`config.mk`:
```
export PLATFORM = sky130hd
export DESIGN_NAME = three_button_press_classifier
export DESIGN_NICKNAME = d
export VERILOG_FILES = /design/src/design/tbpc_pkg.sv /design/src/design/three_button_press_classifier.sv
export SDC_FILE = /design/constraint.sdc
export NUM_CORES = 1
export LEC_CHECK = 0
export BUFFER_PORTS_ARGS = -buffer_cell sky130_fd_sc_hd__buf_2
export CORE_ASPECT_RATIO = 1.2
export CORE_UTILIZATION = 60
export DETAILED_ROUTE_END_ITERATION = 10
export PLACE_DENSITY_LB_ADDON = 0.15
export SLEW_MARGIN = 0
export SYNTH_ARGS = -nofsm -noshare
export SYNTH_HDL_FRONTEND = slang
export SYNTH_SLANG_ARGS = --single-unit
```
`constraint.sdc`:
```
create_clock -name clk -period 13 [get_ports clk]
set_input_delay 2.6 -clock clk [delete_from_list [all_inputs] [get_ports clk]]
set_output_delay 2.6 -clock clk [all_outputs]
set_load 0.02 [all_outputs]
```
`src/design/tbpc_pkg.sv`:
```
// Shared types and constants for the three-button press classifier.
package tbpc_pkg;

	localparam int NUM_BUTTONS = 3;
	localparam int MS_W        = 32;
	localparam int LIMIT_W     = 16;
	localparam int CFG_IDX_W   = 2;

	typedef logic [MS_W-1:0]      ms_t;
	typedef logic [LIMIT_W-1:0]   limit_t;
	typedef logic [CFG_IDX_W-1:0] cfg_idx_t;

	// Configuration register indexes
	localparam cfg_idx_t CFG_SHORT_LIMIT = 2'd0;
	localparam cfg_idx_t CFG_LONG_LIMIT  = 2'd1;

	localparam limit_t SHORT_LIMIT_RST = 16'd500;
	localparam limit_t LONG_LIMIT_RST  = 16'd2000;

	// Button positions in the held-state arrays
	localparam int BTN_A = 0;
	localparam int BTN_B = 1;
	localparam int BTN_C = 2;

	// One result transaction
	typedef struct packed {
		logic activity_seen;
		logic wake_request;
		logic recenter_request;
		logic calibrate_request;
		logic poweroff_request;
		logic beep_low;
		logic beep_mid;
		logic beep_high;
	} action_t;

endpackage

```
`src/design/three_button_press_classifier.sv`:
```
// Top level of the three-button press classifier.
//
// Usage: each input transaction carries one sample of the three button levels
// (1 = down), the current millisecond time now_ms and the screen state. The
// block tracks a held flag and press start time per button, and each sample
// yields exactly one result transaction with eight action bits (activity,
// wake, recenter, calibrate, power off and three beep starts), ORed over the
// three buttons. Press edges latch now_ms; release edges measure the held
// time modulo 2^32 against the short and long limits.
// Path: an accepted sample passes the input register, then the result
// register. Throughput: one transaction per cycle while out_stall is low;
// between the registers lie three 32-bit subtract-and-compare paths and
// the release classification. Stall: when the result register is full and
// out_stall is high, a sample waiting in the input register holds and
// in_stall rises; otherwise input is taken whenever in_valid is high.
// Reset: all buttons read as released, limits return to 500 ms and 2000 ms,
// both pipeline stages empty; unknown config indexes are ignored. The user
// writes limits through cfg_we/cfg_index/cfg_data only while no transaction
// is in flight; the block itself does not enforce this.
module three_button_press_classifier (
	input  logic              clk,
	input  logic              arst_n,
	// configuration write port
	input  logic              cfg_we,
	input  tbpc_pkg::cfg_idx_t cfg_index,
	input  tbpc_pkg::limit_t  cfg_data,
	// input channel
	input  logic              in_valid,
	output logic              in_stall,
	input  logic              btn_a_down,
	input  logic              btn_b_down,
	input  logic              btn_c_down,
	input  tbpc_pkg::ms_t     now_ms,
	input  logic              display_on,
	// output channel
	output logic              out_valid,
	input  logic              out_stall,
	output logic              activity_seen,
	output logic              wake_request,
	output logic              recenter_request,
	output logic              calibrate_request,
	output logic              poweroff_request,
	output logic              beep_low,
	output logic              beep_mid,
	output logic              beep_high
);
	import tbpc_pkg::*;

	limit_t short_limit_q;
	limit_t long_limit_q;

	logic                   valid_s1;
	logic [NUM_BUTTONS-1:0] down_s1;
	ms_t                    now_s1;
	logic                   disp_s1;

	logic [NUM_BUTTONS-1:0] held_q;
	ms_t                    start_q [NUM_BUTTONS];

	logic                   out_valid_q;
	action_t                act_q;

	logic                   adv_out;
	logic                   move_s1;
	logic                   take_in;
	logic [NUM_BUTTONS-1:0] press_edge;
	logic [NUM_BUTTONS-1:0] rel_edge;
	logic [NUM_BUTTONS-1:0] lt_short;
	logic [NUM_BUTTONS-1:0] lt_long;
	ms_t                    dur [NUM_BUTTONS];
	action_t                act_d;

	// Flow control: result register frees when empty or taken
	assign adv_out  = !out_valid_q || !out_stall;
	assign move_s1  = valid_s1 && adv_out;
	assign in_stall = valid_s1 && !adv_out;
	assign take_in  = in_valid && !in_stall;

	// Write configuration registers
	always_ff @(posedge clk or negedge arst_n) begin
		if (!arst_n) begin
			short_limit_q <= SHORT_LIMIT_RST;
			long_limit_q  <= LONG_LIMIT_RST;
		end else if (cfg_we) begin
			case (cfg_index)
				CFG_SHORT_LIMIT: short_limit_q <= cfg_data;
				CFG_LONG_LIMIT:  long_limit_q  <= cfg_data;
				default: ;
			endcase
		end
	end

	// Capture the input sample
	always_ff @(posedge clk or negedge arst_n) begin
		if (!arst_n) begin
			valid_s1 <= 1'b0;
		end else if (take_in) begin
			valid_s1 <= 1'b1;
		end else if (move_s1) begin
			valid_s1 <= 1'b0;
		end
	end

	always_ff @(posedge clk) begin
		if (take_in) begin
			down_s1 <= {btn_c_down, btn_b_down, btn_a_down};
			now_s1  <= now_ms;
			disp_s1 <= display_on;
		end
	end

	// Detect edges and measure held time per button
	always_comb begin
		for (int i = 0; i < NUM_BUTTONS; i++) begin
			press_edge[i] = down_s1[i] && !held_q[i];
			rel_edge[i]   = !down_s1[i] && held_q[i];
			dur[i]        = now_s1 - start_q[i];
			lt_short[i]   = dur[i] < {{(MS_W-LIMIT_W){1'b0}}, short_limit_q};
			lt_long[i]    = dur[i] < {{(MS_W-LIMIT_W){1'b0}}, long_limit_q};
		end
	end

	// Classify presses and releases and OR the actions of all buttons
	always_comb begin
		act_d = '0;
		act_d.activity_seen = |press_edge;
		if (rel_edge[BTN_A]) begin
			if (lt_short[BTN_A]) begin
				act_d.activity_seen = 1'b1;
				act_d.wake_request  = !disp_s1;
			end else begin
				act_d.beep_low         = 1'b1;
				act_d.recenter_request = 1'b1;
			end
		end
		if (rel_edge[BTN_B]) begin
			if (lt_long[BTN_B]) begin
				act_d.beep_mid         = 1'b1;
				act_d.recenter_request = 1'b1;
			end else begin
				act_d.calibrate_request = 1'b1;
			end
		end
		if (rel_edge[BTN_C]) begin
			if (lt_short[BTN_C] || lt_long[BTN_C]) begin
				act_d.beep_high     = 1'b1;
				act_d.activity_seen = 1'b1;
				if (!disp_s1) begin
					act_d.wake_request = 1'b1;
				end
			end else begin
				act_d.poweroff_request = 1'b1;
			end
		end
	end

	// Update held state as the sample retires into the result register
	always_ff @(posedge clk or negedge arst_n) begin
		if (!arst_n) begin
			held_q <= '0;
			for (int i = 0; i < NUM_BUTTONS; i++) begin
				start_q[i] <= '0;
			end
		end else if (move_s1) begin
			held_q <= down_s1;
			for (int i = 0; i < NUM_BUTTONS; i++) begin
				if (press_edge[i]) begin
					start_q[i] <= now_s1;
				end
			end
		end
	end

	// Result register
	always_ff @(posedge clk or negedge arst_n) begin
		if (!arst_n) begin
			out_valid_q <= 1'b0;
		end else if (adv_out) begin
			out_valid_q <= valid_s1;
		end
	end

	always_ff @(posedge clk) begin
		if (move_s1) begin
			act_q <= act_d;
		end
	end

	assign out_valid         = out_valid_q;
	assign activity_seen     = act_q.activity_seen;
	assign wake_request      = act_q.wake_request;
	assign recenter_request  = act_q.recenter_request;
	assign calibrate_request = act_q.calibrate_request;
	assign poweroff_request  = act_q.poweroff_request;
	assign beep_low          = act_q.beep_low;
	assign beep_mid          = act_q.beep_mid;
	assign beep_high         = act_q.beep_high;

endmodule

```
Word level (Yosys, flattened, before mapping)
Cells that the tools add are included.
{"block": "word_totals", "out_inout_bits": 10, "inputBits": 59, "wordCells": 71, "regBits": 177}
{"block": "classes", "eq_ne": 1, "order_cmp": 4, "mux": 14, "add_sub_neg": 3, "reduce_logical": 30}
{"operator": "$lt 32x16->1", "n": 4}
{"operator": "$sub 32x32->32", "n": 3}
{"operator": "$logic_not 1->1", "n": 11}
{"operator": "$reduce_and 2->1", "n": 5}
{"operator": "$logic_and 1x1->1", "n": 9}
{"operator": "$mux 1", "n": 9}
{"operator": "$mux 2", "n": 4}
{"operator": "$mux 3", "n": 1}
{"operator": "$reduce_or 3->1", "n": 1}
{"operator": "$eq 2x1->1 const B", "n": 1}
{"operator": "$logic_not 2->1", "n": 1}
{"operator": "$logic_or 1x1->1", "n": 2}
{"operator": "$reduce_bool 2->1", "n": 1}

Logic depth before layout (Yosys ltp)
{"block": "logic_depth", "word_depth": 8, "depth_mapped": 22, "ltp_nobuf": 22}

Worst setup path before layout
OpenSTA, ideal clock, no wires.
{"block": "synth_timing", "kind": "input-to-output", "start": "in out_stall", "end": "out in_stall", "slack_ns": 7.549, "arrival_time_ns": 2.851, "cell_stages": 2, "required_ns": 10.400, "n_path_buf": 0, "path_cell_list": "nand3_1 > inv_1"}
{"block": "synth_between", "elab_chain_len": 4}
{"element": "from (decl)", "line_no": "three_button_press_classifier.sv:37", "source": "input logic out_stall,"}
{"element": "$logic_not 1->1", "line_no": "three_button_press_classifier.sv:74", "source": "assign adv_out = !out_valid_q || !out_stall;"}
{"element": "$logic_or 1x1->1", "line_no": "three_button_press_classifier.sv:74"}
{"element": "$logic_not 1->1", "line_no": "three_button_press_classifier.sv:76", "source": "assign in_stall = valid_s1 && !adv_out;"}
{"element": "$logic_and 1x1->1", "line_no": "three_button_press_classifier.sv:76"}
{"element": "to (decl)", "line_no": "three_button_press_classifier.sv:29", "source": "output logic in_stall,"}
Every way passes these cells.

Worst setup path in the final report
Ends and elaborated chain as after synthesis.

==> metrics.md <==
| Metric | Value |
|---|---|
| Hold Slack | `0.492 ns` |
| Routing usage on met1 | `between 30 and 40%` |
| Clock network power share | `between 15 and 20%` |
| Most common cell after layout, fill and taps aside | `ha_1` |
| DR WL/cell | `roughly 20 µm` |
| Busiest metal layer after global routing | `met2` |
| PnR worst setup slack | `approximately 7.4 ns` |
| Share of layout cells above drive strength 1 | `16.4%` |
| Nature of the critical path startpoint | `input pin` |
| Hold Path Class | `reg2reg` |
| Unrepaired setup endpoints after global routing | `no` |
| Max IR drop VDD | `~0.13 mV` |
| Setup Fix Bufs, Post-CTS | `0` |
| Setup TNS | `0 ns` |
| Register area share after synthesis | `between 30% and 40%` |
| Port buffer count | `68` |
| Worst Max-Slew Pin Slew | `1.07 ns` |
| H-tree depth | `4` |
| Post-synth EDFFs | `44` |
| Mapped Cells | `around 1500` |
| Met2 GRT Util | `~54%` |
| DIE HEIGHT | `about 170 µm` |
| TritonCTS Buffers | `17` |
| CTS tree | `done` |
| Avg Cell Area, Syn | `between 9 and 10 µm²` |
| Net Sw Frac | `between 40% and 50%` |
| FF-to-FF path depth | `19` |
| Worst path required time | `10.40 ns` |
| Clock sink count | `between 150 and 200` |
| Final setup violation count | `0` |
| Nets | `~1700` |
| Net Sw Power | `roughly 1400 µW` |
| Fmax | `~180 MHz` |
| Mapped Area | `around 0.014 mm²` |
| Post-Syn Nets | `around 1700` |
| CP max stage cell | `buf_2` |
| 1st-iter DRT viols | `634` |
| Period utilization | `between 40% and 50%` |
| Vias in the first global route | `10627` |
| Overflow after GRT | `0` |
| Fillers | `between 1500 and 2000` |
| Drt total wl | `roughly 35000 µm` |
| Power per cell area | `about 220 mW/mm²` |
| Hold Buf Count CTS | `0` |
| Initial Util | `between 60% and 70%` |
| Crit Path Class | `in2out` |
| Worst-path cell chain | `buf_2 -> nand3_1 -> inv_1 -> buf_2` |
| Placed cell count | `1771` |
| Largest net degree at the start of global routing | `a little under 80` |
| Via Count | `roughly 11000` |
| CP max FO | `3` |
| Commonest non-fill, non-tap cells in the layout | `153 x ha_1, 141 x inv_1, 121 x a21oi_1, 121 x dfrtp_1, 113 x nand2_1` |
| Placement Setup Slack | `between 7 and 8 ns` |
| Maxcap violations | `0` |
| Relative max-transition margin | `roughly 28%` |
| Placed inst area | `0.0142 mm²` |
| Leak | `0.00671 µW` |
| Comb pwr share | `around three fifths` |
| Final ANT Viol Nets | `0` |
| DP Wirelength | `about 27000 µm` |
| Syn-to-layout area delta | `8.53%` |
| Die Area | `0.0233 mm²` |
| Core box area | `0.0224 mm²` |
| Finished Cell Area | `around 0.015 mm²` |
| Post-cts sizing count | `0` |
| # DRC | `0` |
| Crit. End Element | `output port` |
| Initial antenna violation count | `1` |
| Crit-path max cell delay | `roughly 0.15 ns` |
| Synth unique cells | `71` |
| Final Critical Period | `between 5 and 6 ns` |
| Chip width | `about 140 µm` |
| Most used cell, CP | `buf_2` |
| Total track usage | `between 30% and 40%` |
| Synth Register Bits | `roughly 180` |
| Top cell family by delay on the critical path | `buffers and inverters` |
| Final Skew | `about 0.016 ns` |
| Finished Layout Cells | `roughly 1800` |
| Routability congestion estimate | `between 0.9 and 1` |
| Clk buf depth | `2` |
| Arrival time of the worst setup path | `3.02 ns` |
| Final Hold Viols | `0` |
| Hold depth | `2` |
| Ys Warns | `0` |
| Clk Latency, worst-skew pair | `~0.45 ns` |
| Outcome | `complete, no violations` |
| CP Depth | `4` |
| Clock slew at reported path FFs | `~0.070 ns` |
| Power Internal | `~1800 µW` |
| Row cnt | `60` |
| Global-route wire length before repair | `55500 µm` |
| Seq pwr share | `between 20 and 25%` |
| N_diodes | `0` |
| First-pass DRT Iterations | `5` |
| Met3 Resource Use GR | `a little under 4%` |
| Ys flop type | `dfrtp_1` |
| CP bufs+invs | `3` |
| Via/cell ratio | `6.20` |
| Synth async-reset ratio | `around 75%` |
| Root buf cell | `clkbuf_16` |
| Ports | `69` |
| Slew Limit Fails | `0` |
==> stage by stage <==
stage | total power, µW | utilization [%]
6_report | 3240 | 66.2
2_1_floorplan | 2250 | -
3_3_place_gp | 2640 | 63.5
3_5_place_dp | 2690 | 63.5
5_1_grt | 3510 | 66.2
4_1_cts | 3230 | 66.2
==> final cells by class <==
cell class | count | area, µm² | share of cell area (%)
inverter | 141 | 529 | 3.58
sequential | 177 | 4660 | 31.5
clock inverter | 14 | 158 | 1.07
clock buffer | 18 | 439 | 2.97
multi-input combinational | 1100 | 8270 | 55.9
tap | 279 | 349 | 2.36
timing repair buffer | 74 | 392 | 2.65
==> metal layers <==
| metal | vias to the layer above | part of all wire (%) |
|---|---|---|
| li1 | 5449 | - |
| met1 | 5358 | 42 |
| met2 | 291 | 50 |
| met3 | 83 | 3.3 |
| met4 | 2 | 4.7 |
| met5 | - | 0.037 |
==> tightest hold or removal path, delay by kind of cell (launching register included) <==
kind | cells | cell delay, ns
DFF | 1 | 0.35
and+or+nand+nor | 1 | 0.05
AOI/OAI and AO/OA | 1 | 0.06
==> synthesized netlist by cell type, drive strengths merged, types with 22 or more instances <==
library cell	count	area (µm²)
nand2	113	424
nand3	27	135
nor2	66	248
o211ai	22	165
nor3	24	120
edfxtp	44	1320
ha	153	1910
a211oi	22	165
a21o	44	330
a21oi	121	606
xnor2	46	403
xor2	27	236
dfrtp	121	3030
o21ai	85	429
mux2	110	1240
inv	141	529
clkbuf	46	173
nand4	32	200
==> sequential cells by signal, summed over array words and instances, names as in the netlist <==
register,count
beep_low,1
start_q,96
beep_mid,1
valid_s1,1
held_q,3
disp_s1,1
calibrate_request,1
long_limit_q,16
now_s1,32
activity_seen,1
wake_request,1
poweroff_request,1
beep_high,1
recenter_request,1
out_valid,1
short_limit_q,16
down_s1,3
==> power groups by stage <==
stage                     Sequential [µW]  Clock (µW)  Combinational [µW]
final                                 797         523                1920
after global routing                  814         550                2150
after CTS                             798         530                1900
after detailed placement              809           0                1880
after global placement                801           0                1840
after floorplan                       783           0                1470
==> cell families after synthesis <==
kind of cell,share of synthesized area [%]
simple gates,12.6
compound gates,19.4
xor+xnor,4.69
fa+ha+maj,14.5
mux,9.45
buf+inv,5.20
flops,34.2
==> final timing paths <==
kind,startpoint,to,slack [ns]
worst max-delay path,out_stall,in_stall,7.38
worst min-delay path,start_q[64]$_DFFE_PN0P_,start_q[64]$_DFFE_PN0P_,0.49
worst max register to register,now_s1[0]$_DFFE_PP_,wake_request$_DFFE_PP_,7.99
worst min register to register,start_q[64]$_DFFE_PN0P_,start_q[64]$_DFFE_PN0P_,0.49
max in group asynchronous,arst_n,start_q[50]$_DFFE_PN0P_,9.45
min in group asynchronous,arst_n,start_q[67]$_DFFE_PN0P_,2.11
Power figures use the tool's default switching activity.
